**src/rtl/core/wctm_pkg.sv**
```systemverilog
// Shared types and constants of the wall column texel mapper.
package wctm_pkg;

   localparam int DEF_WINDOW_HEIGHT = 512;
   localparam int DEF_WINDOW_WIDTH  = 1024;
   localparam int DEF_TILE_UNITS    = 64;

   localparam int FRAC_W    = 8;     // fraction bits of screen and world positions
   localparam int FRAC_HALF = 128;
   localparam int HIT_INT_W = 16;    // integer bits of a hit coordinate
   localparam int TEXEL_QW  = 13;    // quotient bits of the texel dividers
   localparam logic [12:0] TEXEL_MAX = 13'd4095;

   localparam int CSR_IDX_W  = 1;
   localparam int CSR_DATA_W = 16;
   localparam logic [CSR_IDX_W-1:0] CSR_LINE_BYTES      = 1'b0;
   localparam logic [CSR_IDX_W-1:0] CSR_BYTES_PER_PIXEL = 1'b1;
   localparam logic [15:0] LINE_BYTES_RST = 16'd4096;
   localparam logic [2:0]  BPP_RST        = 3'd4;

   typedef struct packed {
      logic [10:0]        column;
      logic [9:0]         row;
      logic signed [23:0] span_top;
      logic signed [23:0] span_bottom;
      logic [23:0]        hit_x;
      logic [23:0]        hit_y;
      logic               vertical_hit;
      logic [12:0]        texture_width;
      logic [12:0]        texture_height;
   } req_type;

   typedef struct packed {
      logic [10:0] screen_column;
      logic [9:0]  screen_row;
      logic [11:0] texel_x;
      logic [11:0] texel_y;
      logic [26:0] buffer_offset;
   } rsp_type;

endpackage

```
**src/rtl/core/wctm_div_pipe.sv**
```systemverilog
// Pipelined restoring divider, one quotient bit per stage, with a sideband word.
module wctm_div_pipe #(
   parameter int DW = 29,
   parameter int VW = 16,
   parameter int QW = 13,
   parameter int SW = 1
) (
   input  logic          clock,
   input  logic          reset,
   input  logic          in_valid,
   input  logic [DW-1:0] in_dividend,
   input  logic [VW-1:0] in_divisor,
   input  logic [SW-1:0] in_side,
   output logic          out_valid,
   output logic [QW-1:0] out_quot,
   output logic [VW-1:0] out_rem,
   output logic [SW-1:0] out_side
);

   localparam int CW = (DW > VW + QW) ? DW : VW + QW;

   logic          vld_ff  [QW];
   logic [CW-1:0] rem_ff  [QW];
   logic [QW-1:0] quot_ff [QW];
   logic [VW-1:0] dvs_ff  [QW];
   logic [SW-1:0] side_ff [QW];

   for (genvar s = 0; s < QW; s++) begin : g_stage
      localparam int SH = QW - 1 - s;

      logic          vld_src;
      logic [CW-1:0] rem_src;
      logic [QW-1:0] quot_src;
      logic [VW-1:0] dvs_src;
      logic [SW-1:0] side_src;
      logic [CW-1:0] trial;
      logic          take;
      logic [CW-1:0] rem_in;
      logic [QW-1:0] quot_in;

      if (s == 0) begin : g_head
         assign vld_src  = in_valid;
         assign rem_src  = CW'(in_dividend);
         assign quot_src = '0;
         assign dvs_src  = in_divisor;
         assign side_src = in_side;
      end else begin : g_link
         assign vld_src  = vld_ff[s-1];
         assign rem_src  = rem_ff[s-1];
         assign quot_src = quot_ff[s-1];
         assign dvs_src  = dvs_ff[s-1];
         assign side_src = side_ff[s-1];
      end

      // compare against the divisor aligned to this quotient bit
      assign trial   = CW'(dvs_src) << SH;
      assign take    = (rem_src >= trial);
      assign rem_in  = take ? (rem_src - trial) : rem_src;
      assign quot_in = (quot_src << 1) | QW'(take);

      always_ff @(posedge clock) begin
         if (reset) begin
            vld_ff[s] <= 1'b0;
         end else begin
            vld_ff[s] <= vld_src;
         end
      end

      always_ff @(posedge clock) begin
         rem_ff[s]  <= rem_in;
         quot_ff[s] <= quot_in;
         dvs_ff[s]  <= dvs_src;
         side_ff[s] <= side_src;
      end
   end

   assign out_valid = vld_ff[QW-1];
   assign out_quot  = quot_ff[QW-1];
   assign out_rem   = rem_ff[QW-1][VW-1:0];
   assign out_side  = side_ff[QW-1];

endmodule

```
**src/rtl/core/wall_column_texel_mapper.sv**
```systemverilog
// Top level of the wall column texel mapper: span test, texel mapping and byte offset.
//
// Takes one pixel request per clock while busy is low (busy is high only during reset) and
// returns at most one result word per request, in request order, as a one-cycle strobe on
// rsp_valid. Requests outside the wall span, with no positive wall height or off screen give
// no word. Each request passes in order through the span test stage, two tile modulo stages,
// a product stage, a divider setup stage, the 13-stage texel row divider and the output
// register. The tile modulo and the texel column divide by the tile size are reciprocal
// multiplies. The receiver cannot stall the block; it must take every word in the cycle it
// appears. CSR writes take effect on the next clock and are meant for times when no request
// is in flight.
module wall_column_texel_mapper
   import wctm_pkg::*;
#(
   parameter int WINDOW_HEIGHT = DEF_WINDOW_HEIGHT,
   parameter int WINDOW_WIDTH  = DEF_WINDOW_WIDTH,
   parameter int TILE_UNITS    = DEF_TILE_UNITS
) (
   input  logic                  clock,
   input  logic                  reset,
   input  logic                  start,
   output logic                  busy,
   input  req_type               req_data,
   output logic                  rsp_valid,
   output rsp_type               rsp_data,
   input  logic                  csr_we,
   input  logic [CSR_IDX_W-1:0]  csr_index,
   input  logic [CSR_DATA_W-1:0] csr_wdata
);

   localparam int TILE_VW  = $clog2(TILE_UNITS + 1);
   localparam int MTW_W    = TILE_VW + 13;
   localparam int TILE_L   = $clog2(TILE_UNITS);
   localparam int MOD_K    = HIT_INT_W + TILE_L;
   localparam longint MOD_M = ((longint'(1) << MOD_K) + longint'(TILE_UNITS) - 1)
                            / longint'(TILE_UNITS);
   localparam int COL_K    = 25 + TILE_L;
   localparam longint COL_M = ((longint'(1) << COL_K) + longint'(TILE_UNITS) - 1)
                            / longint'(TILE_UNITS);

   typedef struct packed {
      logic [10:0] column;
      logic [9:0]  row;
      logic [12:0] tw;
      logic [12:0] th;
      logic [7:0]  frac;
      logic [15:0] height;
      logic [23:0] num;
   } mside_type;

   typedef struct packed {
      logic [10:0] column;
      logic [9:0]  row;
      logic [12:0] tw;
      logic [12:0] xq;
      logic [12:0] th;
      logic [26:0] offset;
      logic        over;
   } yside_type;

   function automatic logic [11:0] texel_clamp(input logic [12:0] q, input logic over,
                                               input logic [12:0] size);
      logic [12:0] lim;
      logic [12:0] pick;
      lim = ((size - 13'd1) < TEXEL_MAX) ? (size - 13'd1) : TEXEL_MAX;
      if (size == 13'd0) begin
         pick = 13'd0;
      end else begin
         pick = (over || (q > lim)) ? lim : q;
      end
      return pick[11:0];
   endfunction

   // ---------------- CSR ----------------
   logic [15:0] line_bytes_ff;
   logic [2:0]  bpp_ff;

   always_ff @(posedge clock) begin
      if (reset) begin
         line_bytes_ff <= LINE_BYTES_RST;
         bpp_ff        <= BPP_RST;
      end else if (csr_we) begin
         case (csr_index)
            CSR_LINE_BYTES: begin
               line_bytes_ff <= csr_wdata;
            end
            CSR_BYTES_PER_PIXEL: begin
               bpp_ff <= csr_wdata[2:0];
            end
            default: begin
            end
         endcase
      end
   end

   // ---------------- stage 1: span test ----------------
   logic        req_accept;
   logic [24:0] span_diff;
   logic        height_pos;
   logic        top_ok;
   logic        bottom_ok;
   logic        column_ok;
   logic        keep;

   assign busy       = reset;
   assign req_accept = start && !busy;

   assign span_diff  = {req_data.span_bottom[23], req_data.span_bottom}
                     - {req_data.span_top[23], req_data.span_top};
   assign height_pos = !span_diff[24] && (span_diff[23:8] != 16'd0);
   // negative top truncates to zero or below, so any row passes
   assign top_ok     = req_data.span_top[23]
                    || ({5'd0, req_data.row} >= req_data.span_top[22:8]);
   assign bottom_ok  = !req_data.span_bottom[23]
                    && ({5'd0, req_data.row} < req_data.span_bottom[22:8])
                    && ({1'b0, req_data.row} < 11'(WINDOW_HEIGHT));
   assign column_ok  = ({1'b0, req_data.column} < 12'(WINDOW_WIDTH));
   assign keep       = height_pos && top_ok && bottom_ok && column_ok;

   logic        s1_vld_ff;
   logic [10:0] s1_column_ff;
   logic [9:0]  s1_row_ff;
   logic [15:0] s1_height_ff;
   logic [12:0] s1_tw_ff;
   logic [12:0] s1_th_ff;
   logic [23:0] s1_hit_ff;

   always_ff @(posedge clock) begin
      if (reset) begin
         s1_vld_ff <= 1'b0;
      end else begin
         s1_vld_ff <= req_accept && keep;
      end
   end

   always_ff @(posedge clock) begin
      s1_column_ff <= req_data.column;
      s1_row_ff    <= req_data.row;
      s1_height_ff <= span_diff[23:8];
      s1_tw_ff     <= req_data.texture_width;
      s1_th_ff     <= req_data.texture_height;
      s1_hit_ff    <= req_data.vertical_hit ? req_data.hit_y : req_data.hit_x;
   end

   // ---------------- tile modulo ----------------
   logic [24:0]        s1_num;
   mside_type          mside_in;
   logic [32:0]        mod_prod;
   logic               m1_vld_ff;
   logic [15:0]        m1_quot_ff;
   logic [15:0]        m1_hit_ff;
   mside_type          m1_side_ff;
   logic               m2_vld_ff;
   logic [TILE_VW-1:0] m2_rem_ff;
   mside_type          m2_side_ff;
   mside_type          mside_out;
   logic               m_vld;
   logic [TILE_VW-1:0] m_rem;

   assign s1_num = 25'({s1_row_ff, {FRAC_W{1'b0}}})
                 + 25'({s1_height_ff, {(FRAC_W - 1){1'b0}}})
                 - 25'(WINDOW_HEIGHT * FRAC_HALF);

   always_comb begin
      mside_in.column = s1_column_ff;
      mside_in.row    = s1_row_ff;
      mside_in.tw     = s1_tw_ff;
      mside_in.th     = s1_th_ff;
      mside_in.frac   = s1_hit_ff[FRAC_W-1:0];
      mside_in.height = s1_height_ff;
      // a negative numerator ends as texel row zero
      mside_in.num    = s1_num[24] ? 24'd0 : s1_num[23:0];
   end

   // exact quotient of the integer hit by the tile size via a rounded-up reciprocal
   assign mod_prod = {17'd0, s1_hit_ff[23:FRAC_W]} * {16'd0, 17'(MOD_M)};

   always_ff @(posedge clock) begin
      if (reset) begin
         m1_vld_ff <= 1'b0;
         m2_vld_ff <= 1'b0;
      end else begin
         m1_vld_ff <= s1_vld_ff;
         m2_vld_ff <= m1_vld_ff;
      end
   end

   always_ff @(posedge clock) begin
      m1_quot_ff <= 16'(mod_prod >> MOD_K);
      m1_hit_ff  <= s1_hit_ff[23:FRAC_W];
      m1_side_ff <= mside_in;
      m2_rem_ff  <= TILE_VW'(m1_hit_ff - (m1_quot_ff * 16'(TILE_UNITS)));
      m2_side_ff <= m1_side_ff;
   end

   assign m_vld     = m2_vld_ff;
   assign m_rem     = m2_rem_ff;
   assign mside_out = m2_side_ff;

   // ---------------- stage 2: products ----------------
   logic [36:0]      nth_prod;
   logic [MTW_W-1:0] mtw_prod;
   logic [20:0]      ftw_prod;
   logic [25:0]      row_lb_prod;
   logic [13:0]      col_bpp_prod;

   assign nth_prod     = {13'd0, mside_out.num} * {24'd0, mside_out.th};
   assign mtw_prod     = MTW_W'(m_rem) * MTW_W'(mside_out.tw);
   assign ftw_prod     = {13'd0, mside_out.frac} * {8'd0, mside_out.tw};
   assign row_lb_prod  = {16'd0, mside_out.row} * {10'd0, line_bytes_ff};
   assign col_bpp_prod = {3'd0, mside_out.column} * {11'd0, bpp_ff};

   logic        s2_vld_ff;
   logic [10:0] s2_column_ff;
   logic [9:0]  s2_row_ff;
   logic [12:0] s2_tw_ff;
   logic [12:0] s2_th_ff;
   logic [15:0] s2_height_ff;
   logic [28:0] s2_p8_ff;
   logic [24:0] s2_mtw_ff;
   logic [12:0] s2_ftw_ff;
   logic [26:0] s2_offset_ff;

   always_ff @(posedge clock) begin
      if (reset) begin
         s2_vld_ff <= 1'b0;
      end else begin
         s2_vld_ff <= m_vld;
      end
   end

   always_ff @(posedge clock) begin
      s2_column_ff <= mside_out.column;
      s2_row_ff    <= mside_out.row;
      s2_tw_ff     <= mside_out.tw;
      s2_th_ff     <= mside_out.th;
      s2_height_ff <= mside_out.height;
      s2_p8_ff     <= nth_prod[36:FRAC_W];
      s2_mtw_ff    <= 25'(mtw_prod);
      s2_ftw_ff    <= ftw_prod[20:FRAC_W];
      s2_offset_ff <= 27'(row_lb_prod) + 27'(col_bpp_prod);
   end

   // ---------------- stage 3: divider setup ----------------
   logic        s3_vld_ff;
   logic [10:0] s3_column_ff;
   logic [9:0]  s3_row_ff;
   logic [12:0] s3_tw_ff;
   logic [12:0] s3_th_ff;
   logic [26:0] s3_offset_ff;
   logic        s3_over_ff;
   logic [28:0] s3_ydiv_ff;
   logic [15:0] s3_height_ff;
   logic [24:0] s3_xdiv_ff;
   logic        y_over_in;

   // quotient too big for the divider: saturate later
   assign y_over_in = (s2_p8_ff >= {s2_height_ff, {TEXEL_QW{1'b0}}});

   always_ff @(posedge clock) begin
      if (reset) begin
         s3_vld_ff <= 1'b0;
      end else begin
         s3_vld_ff <= s2_vld_ff;
      end
   end

   always_ff @(posedge clock) begin
      s3_column_ff <= s2_column_ff;
      s3_row_ff    <= s2_row_ff;
      s3_tw_ff     <= s2_tw_ff;
      s3_th_ff     <= s2_th_ff;
      s3_offset_ff <= s2_offset_ff;
      s3_over_ff   <= y_over_in;
      s3_ydiv_ff   <= y_over_in ? 29'd0 : s2_p8_ff;
      s3_height_ff <= s2_height_ff;
      s3_xdiv_ff   <= s2_mtw_ff + 25'(s2_ftw_ff);
   end

   // ---------------- texel divider ----------------
   yside_type            yside_in;
   yside_type            yside_out;
   logic                 y_vld;
   logic [TEXEL_QW-1:0]  y_quot;
   logic [50:0]          col_prod;
   logic [TEXEL_QW-1:0]  x_quot;

   // texel column by reciprocal multiply; rides along the row divider
   assign col_prod = {26'd0, s3_xdiv_ff} * {25'd0, 26'(COL_M)};
   assign x_quot   = TEXEL_QW'(col_prod >> COL_K);

   always_comb begin
      yside_in.column = s3_column_ff;
      yside_in.row    = s3_row_ff;
      yside_in.tw     = s3_tw_ff;
      yside_in.xq     = x_quot;
      yside_in.th     = s3_th_ff;
      yside_in.offset = s3_offset_ff;
      yside_in.over   = s3_over_ff;
   end

   wctm_div_pipe #(
      .DW (29),
      .VW (16),
      .QW (TEXEL_QW),
      .SW ($bits(yside_type))
   ) u_row_div (
      .clock       (clock),
      .reset       (reset),
      .in_valid    (s3_vld_ff),
      .in_dividend (s3_ydiv_ff),
      .in_divisor  (s3_height_ff),
      .in_side     (yside_in),
      .out_valid   (y_vld),
      .out_quot    (y_quot),
      .out_rem     (),
      .out_side    (yside_out)
   );

   // ---------------- output register ----------------
   logic    rsp_valid_ff;
   rsp_type rsp_data_ff;

   always_ff @(posedge clock) begin
      if (reset) begin
         rsp_valid_ff <= 1'b0;
      end else begin
         rsp_valid_ff <= y_vld;
      end
   end

   always_ff @(posedge clock) begin
      rsp_data_ff.screen_column <= yside_out.column;
      rsp_data_ff.screen_row    <= yside_out.row;
      rsp_data_ff.texel_x       <= texel_clamp(yside_out.xq, 1'b0, yside_out.tw);
      rsp_data_ff.texel_y       <= texel_clamp(y_quot, yside_out.over, yside_out.th);
      rsp_data_ff.buffer_offset <= yside_out.offset;
   end

   assign rsp_valid = rsp_valid_ff;
   assign rsp_data  = rsp_data_ff;

endmodule

```
**config.mk**
```make
export PLATFORM = sky130hd
export DESIGN_NAME = wall_column_texel_mapper
export DESIGN_NICKNAME = d
export VERILOG_FILES = /design/src/rtl/core/wctm_pkg.sv /design/src/rtl/core/wctm_div_pipe.sv /design/src/rtl/core/wall_column_texel_mapper.sv
export SDC_FILE = /design/constraint.sdc
export NUM_CORES = 2
export LEC_CHECK = 0
export BUFFER_PORTS_ARGS = -buffer_cell sky130_fd_sc_hd__buf_2
export CAP_MARGIN = 10
export CORE_AREA = 10 10 477 479
export CTS_CLUSTER_DIAMETER = 200
export DETAILED_ROUTE_END_ITERATION = 8
export DIE_AREA = 0 0 487 489
export PLACE_DENSITY = 0.62
export RECOVER_POWER = 25
export SYNTH_ARGS = -nofsm -noshare
export SYNTH_HDL_FRONTEND = slang
export SYNTH_SLANG_ARGS = --single-unit
```
**constraint.sdc**
```tcl
create_clock -name clock -period 8.6 [get_ports clock]
set_input_delay 0.43 -clock clock [delete_from_list [all_inputs] [get_ports clock]]
set_output_delay 0.43 -clock clock [all_outputs]
set_load 0.02 [all_outputs]
```
==> parameters.txt <==
Parameter                              Value

Timing
  Slew headroom    22.31%
  F_max    0.1505 GHz
  Slew at the pin closest to its max-slew limit    1153 ps
  Final setup skew    89.32 ps
  Final count of negative-setup-slack endpoints    0
  Post-layout min period    6645 ps
  Final hold violations    0
  Share of the cycle needed by the critical path after routing    77.27%
  Total count of max-transition violations in the final report    0
  Unrepaired setup endpoints after global routing    no
  Final-layout setup total negative slack    0 ps

Critical path
  Kind of launch point of the worst setup path    flop
  Crit-path slowest cell    sky130_fd_sc_hd__dfxtp_1
  Critical R2R Capture    s2_offset_ff[26]
  Launching point of the worst reg2reg path    m2_side_ff[80]
  Critical Path Max Stage Delay    880 ps
  Worst Setup Path Type    flop to flop
  Library cell appearing most often on the critical path    sky130_fd_sc_hd__fa_1
  Required time worst endpoint    9430 ps
  CP endpoint kind    flop
  Arrival time at the worst endpoint    7480 ps
  R2R depth    20
  Critical Path Fanout Max    17
  Setup slack of the most critical reg-to-reg path    1950 ps
  Critical path, cell by cell    nand2_1 > fa_1 > fa_1 > fa_1 > inv_1 > fa_1 > inv_1 > fa_1 > inv_1 > ha_1 > and4_4 > and2_1 > a311o_1 > a41oi_2 > a211oi_1 > a41o_1 > or4_1 > a31o_1 > a21oi_2 > xnor2_1

Layout
  Share of the core filled with cells    45.95%
  Area added between synthesis and finish    15.51%
  Fillers    19730
  Fraction of layout instances using a drive strength above 1    8.785%
  Number of nets in the final layout    9138

Floorplan
  Top Ports    239
  Placeable core region    218200 sq um
  Vertical extent of the die    489 um
  Die W    487 um
  Floorplan die area    238100 sq um
  Initial standard-cell utilization of the core    39.78%
  Row Count    172

Route
  Via count    50260
  Vias per inst    4.549
  Remaining routing DRC violations    0
  Initial detailed-routing violation count    2247
  Iteration count of the initial detailed-routing pass    7
  Routed wire per std cell    14.24 um
  Final ANT Viol Nets    0
  Total routed wirelength    157300 um

Synthesis
  Yosys synthesis warning count    0
  Register area share after synthesis    56.13%
  Post-synthesis cell type with the largest combined area    sky130_fd_sc_hd__dfxtp_1
  Number of distinct library cells after synthesis    90
  Main area contributors after synthesis    sky130_fd_sc_hd__dfxtp_1 (56%), sky130_fd_sc_hd__fa_1 (10%), sky130_fd_sc_hd__ha_1 (8.1%)
  EDFF count, synth    0
  Post-synth ARST share    0%
  Avg Inst Size Synth    11.49 sq um
  Proportion of netlist area held by the largest area contributor    56.13%
  Main synth FF type    sky130_fd_sc_hd__dfxtp_1
  Total standard cell area after synthesis    86800 sq um
  Synth Register Bits    2434
  Mapped Cells    7557

CTS
  H-tree depth reported by CTS    4
  Setup bufs post-CTS    0
  Clock tree from TritonCTS    done
  Worst-case clock buffer depth    3
  Clock-pin slew on the worst setup and hold paths    60 ps
  Worst-skew pair later-pin latency    900 ps
  Total CTS buffers    231
  Post-CTS Hold Fix Bufs    105
  Post-CTS resize count    0
  CTS root buffer    sky130_fd_sc_hd__clkbuf_16
  Sink count of the clock tree    2434

Placement
  Count of buffers inserted at the top-level ports    218
  Sum of net half-perimeters after detailed placement    116300 um
  Routability congestion estimate from global placement    0.8890

Global routing
  Number of global-route vias before repair    52300
  First-pass GRT wire length    260500 um
  Tot GR Track Use    13.13%
  Initial antenna violation count    5
  Sum of overflow across all layers after global routing    0
  Largest net degree at the start of global routing    40

Worst hold path
  Start point of the worst hold path    req_data[94]
  Hold crit path type    primary input to flop
  Sink of the worst hold path    s1_height_ff[11]
  Hold path depth    4

Job
  Number of maximum-capacitance violations    0

Run status
  Run status    finished, final reports clean
[placed cells by master (no fill, tap or decap), types with 40 or more instances in the layout]
master | netlist | routed
sky130_fd_sc_hd__dfxtp_1 | 2434 | 2434
sky130_fd_sc_hd__ha_1 | 560 | 560
sky130_fd_sc_hd__a211oi_1 | 45 | 42
sky130_fd_sc_hd__nor3_1 | 93 | 93
sky130_fd_sc_hd__xor2_1 | 128 | 128
sky130_fd_sc_hd__and2_1 | 317 | 317
sky130_fd_sc_hd__dlygate4sd3_1 | 0 | 105
sky130_fd_sc_hd__xnor2_1 | 191 | 191
sky130_fd_sc_hd__inv_1 | 875 | 875
sky130_fd_sc_hd__nor2_1 | 291 | 291
sky130_fd_sc_hd__a21o_1 | 112 | 112
sky130_fd_sc_hd__o21ai_0 | 174 | 174
sky130_fd_sc_hd__a21oi_1 | 272 | 272
sky130_fd_sc_hd__nand3_1 | 74 | 74
sky130_fd_sc_hd__o21a_1 | 46 | 46
sky130_fd_sc_hd__buf_2 | 6 | 204
sky130_fd_sc_hd__fa_1 | 437 | 437
sky130_fd_sc_hd__clkbuf_1 | 145 | 52
sky130_fd_sc_hd__nand2b_1 | 58 | 58
sky130_fd_sc_hd__mux2_2 | 55 | 55
sky130_fd_sc_hd__clkinv_2 | 0 | 47
sky130_fd_sc_hd__nor4_1 | 46 | 46
sky130_fd_sc_hd__nand4_1 | 51 | 51
sky130_fd_sc_hd__clkbuf_16 | 0 | 231
sky130_fd_sc_hd__nand2_1 | 595 | 595
sky130_fd_sc_hd__clkbuf_8 | 0 | 40
sky130_fd_sc_hd__nor2b_1 | 76 | 76
[per-stage QoR]
step                instance area [sq um]  std cells  hold WS (ps)  setup slack, ps
global route                       100300      11050         65.31             1593
floorplan                           86840       7566         309.6             2492
finish                             100300      11050         102.1             1955
detailed placement                  91020      10510         312.1             1934
CTS                                100300      11040         12.65             1897
global placement                    91020      10510         309.6             1975
[cell type report]
| type | instances | area, sq um | share of cell area, % |
|---|---|---|---|
| sequential | 2434 | 48730 | 48.60 |
| multi-input combinational | 4099 | 34240 | 34.15 |
| clock buffer | 309 | 6474 | 6.456 |
| tap | 2871 | 3592 | 3.583 |
| inverter | 877 | 3292 | 3.283 |
| timing repair buffer | 333 | 2200 | 2.194 |
| clock inverter | 121 | 1734 | 1.730 |
| antenna | 3 | 7.507 | 0.007487 |
[worst max-delay path by stage]
stage | startpoint | endpoint | slack, ps | depth (start not counted)
floorplan | m2_side_ff[80] | s2_offset_ff[26] | 2490 | 22
global placement | m2_side_ff[56] | s2_p8_ff[28] | 1980 | 20
detailed placement | m2_side_ff[56] | s2_p8_ff[28] | 1930 | 20
CTS | m2_side_ff[56] | s2_p8_ff[28] | 1900 | 20
global route | m2_side_ff[56] | s2_p8_ff[28] | 1590 | 20
finish | m2_side_ff[80] | s2_offset_ff[26] | 1950 | 20
[synthesized netlist by cell type, types with 58 or more instances]
| cell type | count |
|---|---|
| sky130_fd_sc_hd__inv_1 | 875 |
| sky130_fd_sc_hd__nand2b_1 | 58 |
| sky130_fd_sc_hd__dfxtp_1 | 2434 |
| sky130_fd_sc_hd__xnor2_1 | 191 |
| sky130_fd_sc_hd__fa_1 | 437 |
| sky130_fd_sc_hd__nand2_1 | 595 |
| sky130_fd_sc_hd__nand3_1 | 74 |
| sky130_fd_sc_hd__nor2_1 | 291 |
| sky130_fd_sc_hd__o21ai_0 | 174 |
| sky130_fd_sc_hd__nor2b_1 | 76 |
| sky130_fd_sc_hd__a21oi_1 | 272 |
| sky130_fd_sc_hd__xor2_1 | 128 |
| sky130_fd_sc_hd__and2_1 | 317 |
| sky130_fd_sc_hd__a21o_1 | 112 |
| sky130_fd_sc_hd__clkbuf_1 | 145 |
| sky130_fd_sc_hd__ha_1 | 560 |
| sky130_fd_sc_hd__nor3_1 | 93 |
[routing by layer]
layer | global-route usage [%] | vias up | share of wire (%)
li1 | - | 25280 | -
met1 | 15.96 | 23670 | 44
met2 | 22.75 | 965 | 48
met3 | 2.632 | 340 | 4.2
met4 | 5.281 | 0 | 3.4
met5 | 0 | - | 0
[critical path: cells and delay by family, from the launching register on]
kind	cells	cell delay, ps
adders and majority gates	6	3000
and+or+nand+nor	4	990
buffers and inverters	3	160
DFF	1	880
AOI/OAI and AO/OA	6	1440
xor gates and xnor gates	1	120
[sequential cells by signal, indices dropped and copies added, names as in the netlist, 14 cells and up]
signal             flops
s3_ydiv_ff            29
s2_mtw_ff             19
s1_hit_ff             14
u_row_div.quot_ff     91
s2_offset_ff          27
s3_height_ff          16
s2_height_ff          16
m1_side_ff            88
m2_side_ff            88
s1_height_ff          16
s3_offset_ff          27
line_bytes_ff         16
rsp_data              72
s2_p8_ff              29
u_row_div.dvs_ff     192
u_row_div.side_ff   1144
u_row_div.rem_ff     348
[kinds of logic (layout without fill, tap and decap cells)]
family,count (synthesis),after routing,share of synthesized area [%]
compound gates,925,925,6.841
fa+ha+maj,997,997,18.15
buf+inv,1033,1640,4.489
xor+xnor,319,319,3.219
other cells,1,13,0.004320
flops,2434,2434,56.13
mux,82,82,1.041
simple gates,1766,1766,10.12
Power is not shown: default switching activity piles up to over one toggle a cycle in this logic, so the estimate is an artifact.
